### src/hdl/alt_pkg.sv
`default_nettype none

package alt_pkg;

    // Defaults for the top-level parameters
    localparam int MAX_TOKENS_DEF  = 64;
    localparam int QUEUE_DEPTH_DEF = 4;

    // Results one input character can cause: close, character, close, line end
    localparam int NUM_SLOTS = 4;

    localparam logic [7:0] SEP_RESET = 8'd32;

    localparam logic [7:0] CH_NUL    = 8'h00;
    localparam logic [7:0] CH_LF     = 8'h0a;
    localparam logic [7:0] CH_CR     = 8'h0d;
    localparam logic [7:0] CH_LBRACK = 8'h5b;
    localparam logic [7:0] CH_RBRACK = 8'h5d;
    localparam logic [7:0] CH_COMMA  = 8'h2c;
    localparam logic [7:0] CH_COLON  = 8'h3a;
    localparam logic [7:0] CH_PLUS   = 8'h2b;
    localparam logic [7:0] CH_MINUS  = 8'h2d;
    localparam logic [7:0] CH_EQ     = 8'h3d;
    localparam logic [7:0] CH_HASH   = 8'h23;
    localparam logic [7:0] CH_LOW_R  = 8'h72;
    localparam logic [7:0] CH_LOW_A  = 8'h61;
    localparam logic [7:0] CH_LOW_S  = 8'h73;
    localparam logic [7:0] CH_LOW_L  = 8'h6c;

    typedef enum logic [1:0] {
        KIND_CHAR = 2'd0,
        KIND_END  = 2'd1,
        KIND_LINE = 2'd2
    } t_kind;

    typedef enum logic [3:0] {
        TK_OPCODE   = 4'd0,
        TK_REGISTER = 4'd1,
        TK_HASH     = 4'd2,
        TK_EQ       = 4'd3,
        TK_SHIFT    = 4'd4,
        TK_PLUS     = 4'd5,
        TK_MINUS    = 4'd6,
        TK_COMMA    = 4'd7,
        TK_LBRACKET = 4'd8,
        TK_RBRACKET = 4'd9,
        TK_LABEL    = 4'd10,
        TK_STRING   = 4'd11
    } t_tok;

    typedef struct packed {
        t_kind       kind;
        logic [7:0]  ch;
        logic [5:0]  idx;
        t_tok        tk;
        logic [6:0]  cnt;
    } t_result;

    // One queue entry: the results caused by one accepted character
    typedef struct packed {
        logic    [NUM_SLOTS-1:0] vld;
        t_result [NUM_SLOTS-1:0] res;
    } t_record;

    // Letter at position pos of shift word w (asr, lsl, lsr)
    function automatic logic [7:0] shift_char(logic [1:0] w, logic [1:0] pos);
        logic [7:0] r;
        case ({w, pos})
            4'b00_00: r = CH_LOW_A;
            4'b00_01: r = CH_LOW_S;
            4'b00_10: r = CH_LOW_R;
            4'b01_00: r = CH_LOW_L;
            4'b01_01: r = CH_LOW_S;
            4'b01_10: r = CH_LOW_L;
            4'b10_00: r = CH_LOW_L;
            4'b10_01: r = CH_LOW_S;
            4'b10_10: r = CH_LOW_R;
            default:  r = 8'h00;
        endcase
        return r;
    endfunction

    // Narrow the shift-word match with the next character of the token
    function automatic logic [2:0] take_match(logic [2:0] m, logic [2:0] len,
                                              logic [7:0] c);
        logic [2:0] r;
        r = m;
        if (len < 3'd3) begin
            for (int w = 0; w < 3; w++) begin
                if (shift_char(2'(w), len[1:0]) != c) r[w] = 1'b0;
            end
        end else begin
            r = '0;
        end
        return r;
    endfunction

    function automatic t_tok type_of(logic [7:0] c, logic [2:0] len, logic [2:0] m);
        t_tok r;
        case (c)
            CH_PLUS:   r = TK_PLUS;
            CH_MINUS:  r = TK_MINUS;
            CH_COMMA:  r = TK_COMMA;
            CH_LBRACK: r = TK_LBRACKET;
            CH_RBRACK: r = TK_RBRACKET;
            CH_EQ:     r = TK_EQ;
            CH_HASH:   r = TK_HASH;
            CH_COLON:  r = TK_LABEL;
            CH_LOW_R:  r = TK_REGISTER;
            default:   r = (len == 3'd3 && m != 3'd0) ? TK_SHIFT : TK_STRING;
        endcase
        return r;
    endfunction

    function automatic logic [5:0] cur_index(logic [6:0] seen, logic [5:0] cap);
        return (seen < {1'b0, cap}) ? seen[5:0] : cap;
    endfunction

    // Token-end result for the open token
    function automatic t_result close_res(logic [6:0] seen, logic [7:0] first,
                                          logic [2:0] len, logic [2:0] m,
                                          logic [5:0] cap);
        t_result r;
        r.kind = KIND_END;
        r.ch   = 8'h00;
        r.idx  = cur_index(seen, cap);
        r.tk   = (seen == 7'd0) ? TK_OPCODE : type_of(first, len, m);
        r.cnt  = 7'd0;
        return r;
    endfunction

endpackage

`default_nettype wire

### src/hdl/alt_fifo.sv
`default_nettype none

module alt_fifo #(
    parameter int WIDTH = 8,
    parameter int DEPTH = alt_pkg::QUEUE_DEPTH_DEF
) (
    input  wire logic             i_clk,
    input  wire logic             i_rst_n,
    input  wire logic             i_push,
    input  wire logic [WIDTH-1:0] i_data,
    output      logic             o_full,
    input  wire logic             i_pop,
    output      logic [WIDTH-1:0] o_data,
    output      logic             o_empty
);

    localparam int PTR_W = (DEPTH > 1) ? $clog2(DEPTH) : 1;
    localparam int CNT_W = $clog2(DEPTH + 1);
    localparam logic [PTR_W-1:0] LAST_PTR = PTR_W'(DEPTH - 1);

    logic [WIDTH-1:0] r_mem [DEPTH];
    logic [PTR_W-1:0] r_wr_ptr, n_wr_ptr;
    logic [PTR_W-1:0] r_rd_ptr, n_rd_ptr;
    logic [CNT_W-1:0] r_count, n_count;
    logic             do_push, do_pop;

    assign o_full  = (r_count == CNT_W'(DEPTH));
    assign o_empty = (r_count == '0);
    assign o_data  = r_mem[r_rd_ptr];

    assign do_push = i_push && !o_full;
    assign do_pop  = i_pop && !o_empty;

    always_comb begin
        n_wr_ptr = r_wr_ptr;
        n_rd_ptr = r_rd_ptr;
        n_count  = r_count;
        if (do_push) begin
            n_wr_ptr = (r_wr_ptr == LAST_PTR) ? '0 : r_wr_ptr + 1'b1;
        end
        if (do_pop) begin
            n_rd_ptr = (r_rd_ptr == LAST_PTR) ? '0 : r_rd_ptr + 1'b1;
        end
        case ({do_push, do_pop})
            2'b10:   n_count = r_count + 1'b1;
            2'b01:   n_count = r_count - 1'b1;
            default: n_count = r_count;
        endcase
    end

    always_ff @(posedge i_clk) begin
        if (!i_rst_n) begin
            r_wr_ptr <= '0;
            r_rd_ptr <= '0;
            r_count  <= '0;
        end else begin
            r_wr_ptr <= n_wr_ptr;
            r_rd_ptr <= n_rd_ptr;
            r_count  <= n_count;
        end
    end

    always_ff @(posedge i_clk) begin
        if (do_push) begin
            r_mem[r_wr_ptr] <= i_data;
        end
    end

endmodule

`default_nettype wire

### src/hdl/alt_front.sv
`default_nettype none

module alt_front #(
    parameter int MAX_TOKENS = alt_pkg::MAX_TOKENS_DEF
) (
    input  wire logic            i_clk,
    input  wire logic            i_rst_n,
    input  wire logic            i_cfg_valid,
    input  wire logic [7:0]      i_cfg_data,
    input  wire logic            i_accept,
    input  wire logic [7:0]      i_char_in,
    input  wire logic            i_line_last,
    output      logic            o_rec_push,
    output      alt_pkg::t_record o_rec
);

    localparam int COUNT_CAP = (MAX_TOKENS < 127) ? MAX_TOKENS : 127;
    localparam int INDEX_CAP = ((MAX_TOKENS - 1) < 63) ? (MAX_TOKENS - 1) : 63;
    localparam logic [6:0] COUNT_CAP_V = 7'(COUNT_CAP);
    localparam logic [5:0] INDEX_CAP_V = 6'(INDEX_CAP);

    logic [7:0] r_sep;
    logic       r_open,  n_open;
    logic [7:0] r_first, n_first;
    logic [2:0] r_len,   n_len;
    logic [2:0] r_match, n_match;
    logic [6:0] r_seen,  n_seen;
    logic       r_ended, n_ended;
    alt_pkg::t_record rec;

    function automatic logic [6:0] sat_inc(logic [6:0] s);
        return (s < COUNT_CAP_V) ? s + 7'd1 : s;
    endfunction

    always_comb begin
        logic [7:0] c;
        logic       is_end, is_delim;
        c        = i_char_in;
        is_end   = (c == alt_pkg::CH_CR) || (c == alt_pkg::CH_LF) || (c == alt_pkg::CH_NUL);
        is_delim = (c == alt_pkg::CH_LBRACK) || (c == alt_pkg::CH_RBRACK)
                || (c == alt_pkg::CH_COMMA) || (c == alt_pkg::CH_COLON);
        n_open  = r_open;
        n_first = r_first;
        n_len   = r_len;
        n_match = r_match;
        n_seen  = r_seen;
        n_ended = r_ended;
        rec     = '0;

        if (!r_ended) begin
            // Close the open token on end, separator or delimiter
            if ((is_end || c == r_sep || is_delim) && n_open) begin
                rec.vld[0] = 1'b1;
                rec.res[0] = alt_pkg::close_res(n_seen, n_first, n_len, n_match,
                                                INDEX_CAP_V);
                n_seen  = sat_inc(n_seen);
                n_open  = 1'b0;
                n_first = 8'h00;
                n_len   = 3'd0;
                n_match = 3'b111;
            end
            if (is_end) begin
                n_ended = 1'b1;
            end else if (c != r_sep) begin
                // Take the character into the token and report it
                n_match = alt_pkg::take_match(n_match, n_len, c);
                if (!n_open) begin
                    n_open  = 1'b1;
                    n_first = c;
                end
                if (n_len < 3'd7) n_len = n_len + 3'd1;
                rec.vld[1]     = 1'b1;
                rec.res[1]     = '0;
                rec.res[1].kind = alt_pkg::KIND_CHAR;
                rec.res[1].ch   = c;
                rec.res[1].idx  = alt_pkg::cur_index(n_seen, INDEX_CAP_V);
                if (is_delim) begin
                    // A delimiter is a token of its own
                    rec.vld[2] = 1'b1;
                    rec.res[2] = alt_pkg::close_res(n_seen, n_first, n_len, n_match,
                                                    INDEX_CAP_V);
                    n_seen  = sat_inc(n_seen);
                    n_open  = 1'b0;
                    n_first = 8'h00;
                    n_len   = 3'd0;
                    n_match = 3'b111;
                end
            end
        end

        if (i_line_last) begin
            if (n_open) begin
                rec.vld[2] = 1'b1;
                rec.res[2] = alt_pkg::close_res(n_seen, n_first, n_len, n_match,
                                                INDEX_CAP_V);
                n_seen = sat_inc(n_seen);
            end
            rec.vld[3]      = 1'b1;
            rec.res[3]      = '0;
            rec.res[3].kind = alt_pkg::KIND_LINE;
            rec.res[3].cnt  = n_seen;
            n_open  = 1'b0;
            n_first = 8'h00;
            n_len   = 3'd0;
            n_match = 3'b111;
            n_seen  = 7'd0;
            n_ended = 1'b0;
        end
    end

    assign o_rec      = rec;
    assign o_rec_push = i_accept && (rec.vld != '0);

    always_ff @(posedge i_clk) begin
        if (!i_rst_n) begin
            r_sep   <= alt_pkg::SEP_RESET;
            r_open  <= 1'b0;
            r_first <= 8'h00;
            r_len   <= 3'd0;
            r_match <= 3'b111;
            r_seen  <= 7'd0;
            r_ended <= 1'b0;
        end else begin
            if (i_cfg_valid) begin
                r_sep <= i_cfg_data;
            end
            if (i_accept) begin
                r_open  <= n_open;
                r_first <= n_first;
                r_len   <= n_len;
                r_match <= n_match;
                r_seen  <= n_seen;
                r_ended <= n_ended;
            end
        end
    end

endmodule

`default_nettype wire

### src/hdl/alt_back.sv
`default_nettype none

module alt_back (
    input  wire logic             i_clk,
    input  wire logic             i_rst_n,
    input  wire alt_pkg::t_record i_rec,
    input  wire logic             i_rec_empty,
    output      logic             o_rec_pop,
    input  wire logic             i_pop,
    output      logic             o_empty,
    output      alt_pkg::t_result o_res,
    output      logic             o_run_last
);

    localparam int NS = alt_pkg::NUM_SLOTS;

    logic [NS-1:0]    r_used, n_used;
    logic             r_vld;
    alt_pkg::t_result r_res;
    logic             r_last;
    logic [NS-1:0]    remain, after;
    logic [1:0]       sel;
    logic             take;

    always_comb begin
        logic found;
        found  = 1'b0;
        sel    = 2'd0;
        remain = i_rec.vld & ~r_used;
        for (int i = 0; i < NS; i++) begin
            if (remain[i] && !found) begin
                found = 1'b1;
                sel   = 2'(i);
            end
        end
        after = remain & ~(NS'(1) << sel);
        take  = !i_rec_empty && (!r_vld || i_pop);
        // Drop the entry once its last result leaves
        o_rec_pop = take && (after == '0);
        n_used = r_used;
        if (take) begin
            n_used = (after == '0) ? '0 : (r_used | (NS'(1) << sel));
        end
    end

    always_ff @(posedge i_clk) begin
        if (!i_rst_n) begin
            r_used <= '0;
            r_vld  <= 1'b0;
        end else begin
            r_used <= n_used;
            if (take) begin
                r_vld <= 1'b1;
            end else if (i_pop) begin
                r_vld <= 1'b0;
            end
        end
    end

    always_ff @(posedge i_clk) begin
        if (take) begin
            r_res  <= i_rec.res[sel];
            r_last <= (after == '0);
        end
    end

    assign o_empty    = !r_vld;
    assign o_res      = r_res;
    assign o_run_last = r_last;

endmodule

`default_nettype wire

### src/hdl/assembly_line_tokenizer_top.sv
// A result passes through the record queue and the back's output register to the result ports.
// Throughput: one character per cycle unless full; the result side drains one result per cycle,
//   and a character causes up to four results, so long delimiter runs fill the queue.
// The input stalls (full) only when the record queue between front and back is full.
// Reset: synchronous, active low; clears line state and queues, separator back to space.
`default_nettype none

module assembly_line_tokenizer_top #(
    parameter int MAX_TOKENS  = alt_pkg::MAX_TOKENS_DEF,
    parameter int QUEUE_DEPTH = alt_pkg::QUEUE_DEPTH_DEF
) (
    input  wire logic       i_clk,
    input  wire logic       i_rst_n,
    // Configuration: separator character
    input  wire logic       i_cfg_valid,
    output      logic       o_cfg_ready,
    input  wire logic [7:0] i_cfg_data,
    // Character input, queue style
    input  wire logic       push,
    output      logic       full,
    input  wire logic [7:0] i_char_in,
    input  wire logic       i_line_last,
    // Result output, queue style
    output      logic       empty,
    input  wire logic       pop,
    output      logic [1:0] o_kind,
    output      logic [7:0] o_char_out,
    output      logic [5:0] o_token_index,
    output      logic [3:0] o_token_kind,
    output      logic [6:0] o_token_count,
    output      logic       o_run_last
);

    logic             accept;
    logic             rec_push;
    alt_pkg::t_record rec_in;
    alt_pkg::t_record rec_out;
    logic             rec_full;
    logic             rec_empty;
    logic             rec_pop;
    alt_pkg::t_result res;

    // The user must write the register only while idle; no logic here enforces it.
    assign o_cfg_ready = 1'b1;

    // Accept a transaction whenever the record queue has room. The front folds
    // every character into the line state in the same cycle, so the next one
    // can follow directly.
    assign full   = rec_full;
    assign accept = push && !rec_full;

    // Front: classify the character, track the open token and build one
    // record with up to four results (close, character, close, line end).
    alt_front #(
        .MAX_TOKENS (MAX_TOKENS)
    ) u_front (
        .i_clk       (i_clk),
        .i_rst_n     (i_rst_n),
        .i_cfg_valid (i_cfg_valid),
        .i_cfg_data  (i_cfg_data),
        .i_accept    (accept),
        .i_char_in   (i_char_in),
        .i_line_last (i_line_last),
        .o_rec_push  (rec_push),
        .o_rec       (rec_in)
    );

    // Short queue of records: lets the front keep taking characters while the
    // back is still unrolling an earlier multi-result record.
    alt_fifo #(
        .WIDTH ($bits(alt_pkg::t_record)),
        .DEPTH (QUEUE_DEPTH)
    ) u_queue (
        .i_clk   (i_clk),
        .i_rst_n (i_rst_n),
        .i_push  (rec_push),
        .i_data  (rec_in),
        .o_full  (rec_full),
        .i_pop   (rec_pop),
        .o_data  (rec_out),
        .o_empty (rec_empty)
    );

    // Back: emit the valid results of the head record in order, one per cycle while
    // pop is held, through an output register; flag the last one of each record.
    alt_back u_back (
        .i_clk       (i_clk),
        .i_rst_n     (i_rst_n),
        .i_rec       (rec_out),
        .i_rec_empty (rec_empty),
        .o_rec_pop   (rec_pop),
        .i_pop       (pop),
        .o_empty     (empty),
        .o_res       (res),
        .o_run_last  (o_run_last)
    );

    assign o_kind        = res.kind;
    assign o_char_out    = res.ch;
    assign o_token_index = res.idx;
    assign o_token_kind  = res.tk;
    assign o_token_count = res.cnt;

endmodule

`default_nettype wire
### config.mk
export PLATFORM = sky130hd
export DESIGN_NAME = assembly_line_tokenizer_top
export DESIGN_NICKNAME = d
export VERILOG_FILES = /design/src/hdl/alt_pkg.sv /design/src/hdl/alt_fifo.sv /design/src/hdl/alt_front.sv /design/src/hdl/alt_back.sv /design/src/hdl/assembly_line_tokenizer_top.sv
export SDC_FILE = /design/constraint.sdc
export NUM_CORES = 1
export LEC_CHECK = 0
export BUFFER_PORTS_ARGS = -buffer_cell sky130_fd_sc_hd__clkbuf_2
export CORE_MARGIN = 1
export CORE_UTILIZATION = 55
export CTS_BUF_LIST = sky130_fd_sc_hd__clkbuf_8
export DETAILED_ROUTE_END_ITERATION = 8
export PLACE_DENSITY = 0.79
export SYNTH_ARGS = -nofsm -noshare
export SYNTH_HDL_FRONTEND = slang
export SYNTH_SLANG_ARGS = --single-unit
### constraint.sdc
create_clock -name i_clk -period 3.8 [get_ports i_clk]
set_clock_uncertainty 0.05 [all_clocks]
set_input_delay 0.57 -clock i_clk [delete_from_list [all_inputs] [get_ports i_clk]]
set_output_delay 0.57 -clock i_clk [all_outputs]
set_load 0.01 [all_outputs]
==> results of run 1 <==
## layout make-up
class / count / area [um2]
fill: 1627 / 7616
inverter: 40 / 150.1
clock buffer: 45 / 619.3
clock inverter: 31 / 138.9
sequential: 253 / 7149
tap: 280 / 350.3
multi-input combinational: 592 / 4736
timing repair buffer: 152 / 1064
## worst max-delay path by stage
| stage | slack [ps] | end | cells past startpoint | start |
|---|---|---|---|---|
| 6_report | 220 | u_queue.r_mem[3][61]$_DFFE_PP_ | 15 | u_front.r_sep[5]$_SDFFE_PN1P_ |
| 5_1_grt | -6 | u_queue.r_mem[1][62]$_DFFE_PP_ | 16 | u_front.r_sep[0]$_SDFFE_PN0P_ |
| 4_1_cts | 220 | u_queue.r_mem[1][61]$_DFFE_PP_ | 15 | u_front.r_sep[4]$_SDFFE_PN0P_ |
| 3_5_place_dp | -200 | u_queue.r_mem[3][61]$_DFFE_PP_ | 16 | i_char_in[1] |
| 3_3_place_gp | -120 | u_queue.r_mem[0][61]$_DFFE_PP_ | 15 | i_char_in[4] |
| 2_1_floorplan | -80 | u_queue.r_mem[0][61]$_DFFE_PP_ | 15 | i_char_in[5] |
## power by group through the flow
| stage | logic [W] | clock network, W | registers [W] |
|---|---|---|---|
| after floorplan | 0.00108 | 0 | 0.00370 |
| after global routing | 0.00195 | 0.00226 | 0.00364 |
| after CTS | 0.00179 | 0.00216 | 0.00360 |
| after detailed placement | 0.00178 | 0 | 0.00366 |
| final | 0.00176 | 0.00212 | 0.00360 |
| after global placement | 0.00176 | 0 | 0.00364 |
## sequential cells by signal, summed over array words and instances (netlist names), 3 cells and up, named ones only
name	cells
u_front.r_seen	7
u_front.r_first	8
u_back.o_res	27
u_front.r_len	3
u_back.r_used	4
u_front.r_match	3
u_queue.r_mem	180
u_front.r_sep	8
u_queue.r_count	3
## worst reg2reg max path, stage by stage (launching register included)
cell and delay (ps):
dfxtp_1 330, xnor2_1 220, nand4_1 220, o22ai_4 220
o21ai_2 90, and2_1 180, inv_1 80, ha_1 240
or3_1 310, a21oi_1 200, o211ai_1 110, a21oi_1 120
o22ai_1 110, a311o_1 390, nor3_2 210, o32ai_1 180
## kinds of logic (layout without fill, tap and decap cells)
logic type | count (synthesis) | after routing | synth area share, %
xor+xnor | 30 | 30 | 2.150
fa+ha+maj | 17 | 17 | 1.781
buf+inv | 88 | 268 | 3.214
compound gates | 187 | 187 | 11.57
flops | 253 | 253 | 58.47
mux | 65 | 65 | 10.01
simple gates | 292 | 292 | 12.78
other cells | 1 | 1 | 0.03068
## per-stage QoR
| stage | total power [W] | hold slack, ps |
|---|---|---|
| global placement | 0.005399 | 397.4 |
| floorplan | 0.004779 | 378.0 |
| global route | 0.007853 | 210.4 |
| finish | 0.007486 | 198.6 |
| detailed placement | 0.005440 | 410.7 |
| CTS | 0.007549 | 184.1 |
## layer usage
layer / vias to the layer above / track usage [%] / share of wire, %
li1: 3842 / - / -
met1: 4033 / 32.42 / 43
met2: 307 / 42.55 / 49
met3: 51 / 3.705 / 5.9
met4: 0 / 8.150 / 2.1
met5: - / 0 / 0
## layout by cell type (no fill, tap or decap), types with 17 or more instances in the layout
master / instances
a21oi_1: 34
a22oi_1: 26
and2_1: 29
buf_4: 97
clkbuf_2: 51
clkbuf_8: 45
dfxtp_1: 43
edfxtp_1: 208
inv_1: 59
mux4_2: 45
nand2_1: 58
nor2_1: 67
nor2b_1: 39
nor3_1: 17
o21ai_0: 31
xnor2_1: 17
==> metrics.txt, run 1 <==
status=finished clean; number of synthesized flops with an enable pin=208; Critical Path Sink Type=flip-flop; Peak VDD IR=0.3287 mV; worst reg2reg endpoint=u_queue.r_mem[3][61]$_DFFE_PP_; WL/cell=19.40 um; DRT Pass-1 Iters=6; Power Internal=0.005312 W; Rel. slew slack=48.84%; Tcrit/Tclk final=94.13%; Hold Crit Depth=3; Post-Syn Instances=933; most used cell, CP=a21oi_1; Hold/Removal Path Class=input port to flip-flop; slowest cell delay on critical path=390 ps; post-CTS resize count=0; row cnt=54; crit-path max FO=4; Non-Filler Instances=1393; Hold Buf Count CTS=0; overflow left after global routing=0; Die Area=22820 um2; Fin. Hold Viols=0; dpl cells=1317; die extent in y=151.1 um; dpl ws=-200.4 ps; critical path, cell by cell=xnor2_1 > nand4_1 > o22ai_4 > o21ai_2 > and2_1 > inv_1 > ha_1 > or3_1 > a21oi_1 > o211ai_1 > a21oi_1 > o22ai_1 > a311o_1 > nor3_2 > o32ai_1; fraction of layout instances using a drive strength above 1=26.68%; asr flop ratio synth=0%; Cell Area, Placed=13450 um2; Worst-Skew Late Latency=540 ps; Seq pwr share=48.1%; Slew Viols, Final=0; setup ws final=223.0 ps; CP Class=flip-flop to flip-flop; Leakage Power=5.195 nW; endpoints failing setup=0; Max Fclk=279.6 MHz; Hold Crit Start=i_cfg_data[5]; startpoint class of the critical path=flip-flop; crit path DAT=3750 ps; Max Cap Viol=0; first-pass GRT wire length=43.19 mm; Post-Syn Area=12220 um2; GPL Wtd Cong=0.9532; Syn. warnings=0; Logic pwr share=23.5%; largest net degree at the start of global routing=46; gr usage total=24.81%; H-Tree Level Count=2; switching pwr=0.002174 W; Antenna Nets Post-Route=0; syn avg cell area=13.10 um2; switch share=29.04%; initial detailed-routing violation count=624; Synth top area share=51.10%; sequential fraction of the synthesis area=58.47%; final instance area=14210 um2; Ant. Diodes=0; postcts setup bufs=0; Initial Utilization=56.01%; TritonCTS clock tree=yes; Reg2Reg Setup Slack=220 ps; chip width=151.1 um; most frequent cells after synthesis=edfxtp_1, nor2_1, nand2_1; hpwl dp=18.40 mm; CTS Buf Count=41; Ports=53; clock sink count=253; synth top area cells=edfxtp_1, mux4_2, dfxtp_1; Vias/cell=5.910; clock slew at reported path FFs=60 ps; clock share of power=28.4%; vias in the first global route=8357; Req. time, crit path=3970 ps; Post-Syn Nets=971; Endpoint, Worst Hold=u_front.r_sep[5]$_SDFFE_PN1P_; buffers and inverters on the worst path=1; Crit-path slowest cell=a311o_1; count leader, synth=edfxtp_1; TNS Setup=0 ps; cells on worst reg2reg path=15; CTS root buf=clkbuf_8; final core utilization=65.10%; cell type with the largest total area after synthesis=edfxtp_1; clock buffer depth=3; Synth Flop Type=edfxtp_1; Worst Max-Slew Pin Slew=767.4 ps; Final Net Count=1118; IO buf count=51; Synth Register Bits=253; Total Wirelength=27.02 mm; power per cell area=526.9 nW/um2; reg2reg start=u_front.r_sep[5]$_SDFFE_PN1P_; total DRC errors in the routed layout=0; Yosys cell types=94; CP delay by family, top=compound AO/OA/AOI/OAI gates; core box area=21820 um2; initial antenna violation count=0; minimum clock period after layout=3577 ps; unrepaired setup endpoints after global routing=true; DR vias=8233; Syn-to-layout area delta=16.24%
Power figures use the tool's default switching activity.
==> run 2: changes to the inputs <==
- PLACE_DENSITY: 0.79 -> 0.76
- clock period: 3.8 -> 4.5 ns (I/O delays scaled with it)
==> metrics.txt, run 2 (synthesized netlist as in run 1, its figures left out) <==
status=finished clean; Biggest register=u_queue.r_mem; clock sink count=253 (unchanged); fraction of layout instances using a drive strength above 1=22.87% (-3.8 points); startpoint class of the critical path=input port; unrepaired setup endpoints after global routing=false; largest net degree at the start of global routing=46 (unchanged); hpwl dp=17.12 mm (-6.9%); overflow left after global routing=0 (unchanged); Syn-to-layout area delta=12.41%; Fin. Hold Viols=0 (unchanged); Non-Filler Instances=1334 (-4.2%); total DRC errors in the routed layout=0 (unchanged); Max Fclk=253.2 MHz; clock slew at reported path FFs=60 ps (about the same); Max Cap Viol=0 (unchanged); dpl ws=24.65 ps (+225.1 ps); DRT Pass-1 Iters=7 (+1); gr usage total=23.84% (-0.98 points); Worst Max-Slew Pin Slew=804.8 ps (+37.39 ps); Layout fillers=1682 (+3.4%); most frequent cells in the layout=edfxtp_1, nor2_1, nand2_1; setup ws final=550.1 ps (+327.1 ps); minimum clock period after layout=3950 ps; dpl cells=1258 (-4.5%); Req. time, crit path=4690 ps (+720 ps); clock buffer depth=3 (unchanged); GPL Wtd Cong=0.9563 (+0.33%); CTS root buf=clkbuf_8; Antenna Nets Post-Route=0 (unchanged); core box area=21820 um2 (unchanged); power per cell area=465.8 nW/um2 (-12%); chip width=151.1 um (unchanged); CTS Buf Count=41 (unchanged); Slew Viols, Final=0 (unchanged); Peak VDD IR=0.3273 mV (-0.43%); endpoints failing setup=0 (unchanged); Tcrit/Tclk final=87.78%; Total Wirelength=25.95 mm (-3.9%); initial detailed-routing violation count=648 (+3.8%); Hold Buf Count CTS=0 (unchanged); postcts setup bufs=0 (unchanged); die extent in y=151.1 um (unchanged); row cnt=54 (unchanged); DR vias=8062 (-2.1%); initial antenna violation count=0 (unchanged); Ant. Diodes=0 (unchanged); Rel. slew slack=46.35% (-2.5 points); Hold/Removal Path Class=input port to flip-flop; Vias/cell=6.043 (+2.3%); Initial Utilization=56.01% (unchanged); crit path DAT=4140 ps (+390 ps); TNS Setup=0 ps (unchanged); Final Net Count=1059 (-5.3%); Leakage Power=4.898 nW (-5.7%); vias in the first global route=7799 (-6.7%); crit-path max FO=14 (+10); post-CTS resize count=0 (unchanged); IO buf count=51 (unchanged); number of flip-flops in the largest register=180 (unchanged); first-pass GRT wire length=41.42 mm (-4.1%); WL/cell=19.45 um (+0.30%); Critical Path Sink Type=flip-flop; Ports=53 (unchanged); TritonCTS clock tree=yes; Die Area=22820 um2 (unchanged); commonest non-fill, non-tap cell in the layout=edfxtp_1; final hold slack=308.1 ps (+109.5 ps); CP Class=input port to flip-flop; Worst-Skew Late Latency=540 ps (about the same); H-Tree Level Count=2 (unchanged)
[run 2: per-layer routing]
layer	wire (um)	track usage [%]	vias up	part of all wire, %
met5	0	0	-	0
met4	625	7.900	0	2.4
met3	1524	4.337	51	5.9
met2	12540	39.20	279	48
met1	11270	32.08	3992	43
li1	-	-	3740	-
[run 2: report_power, final]
group / total, W / leakage, nW / switching [W] / internal (W)
registers: 0.00305 / 2.33 / 0.000117 / 0.00293
logic: 0.00142 / 2.09 / 0.000833 / 0.000586
clock network: 0.00193 / 0.482 / 0.000892 / 0.00104
total: 0.00640 / 4.90 / 0.00184 / 0.00456
[run 2: area by class of cell]
class	instances	area, um2	share of cell area (%)
Multi-Input combinational cell	592	4700	34.20
Timing Repair Buffer	93	570.5	4.153
Clock buffer	48	660.6	4.808
Clock inverter	28	158.9	1.157
Inverter	40	150.1	1.093
Tap cell	280	350.3	2.550
Sequential cell	253	7149	52.04
[run 2: worst max-delay path, stage by stage]
cell and delay, ps:
clkbuf_2 220, and3b_1 250, a22oi_2 220, o22ai_2 130, o21ai_0 300, and2_1 200, inv_1 60, ha_1 320
or3_1 320, a21oi_1 190, o211ai_1 110, a21oi_1 130, o22ai_1 110, a311o_1 380, nor3_1 320, o32ai_1 190
[run 2: worst paths after layout]
check,start,endpoint,slack [ps],depth (start not counted)
hold reg to reg,u_back.r_used[0]$_SDFFE_PN0P_,u_back.r_used[0]$_SDFFE_PN0P_,420,2
setup reg to reg,u_front.r_sep[4]$_SDFFE_PN0P_,u_queue.r_mem[2][61]$_DFFE_PP_,700,15
hold / removal,i_cfg_data[5],u_front.r_sep[5]$_SDFFE_PN1P_,310,3
setup / recovery,i_char_in[2],u_queue.r_mem[2][61]$_DFFE_PP_,550,16
[run 2: through the flow]
step           cell area [um2]  util, %  power (W)
2_1_floorplan            12220        -   0.004039
6_report                 13740    62.96   0.006399
3_3_place_gp             12920    59.20   0.004510
5_1_grt                  13740    62.96   0.006732
3_5_place_dp             12920    59.20   0.004538
4_1_cts                  13740    62.96   0.006477
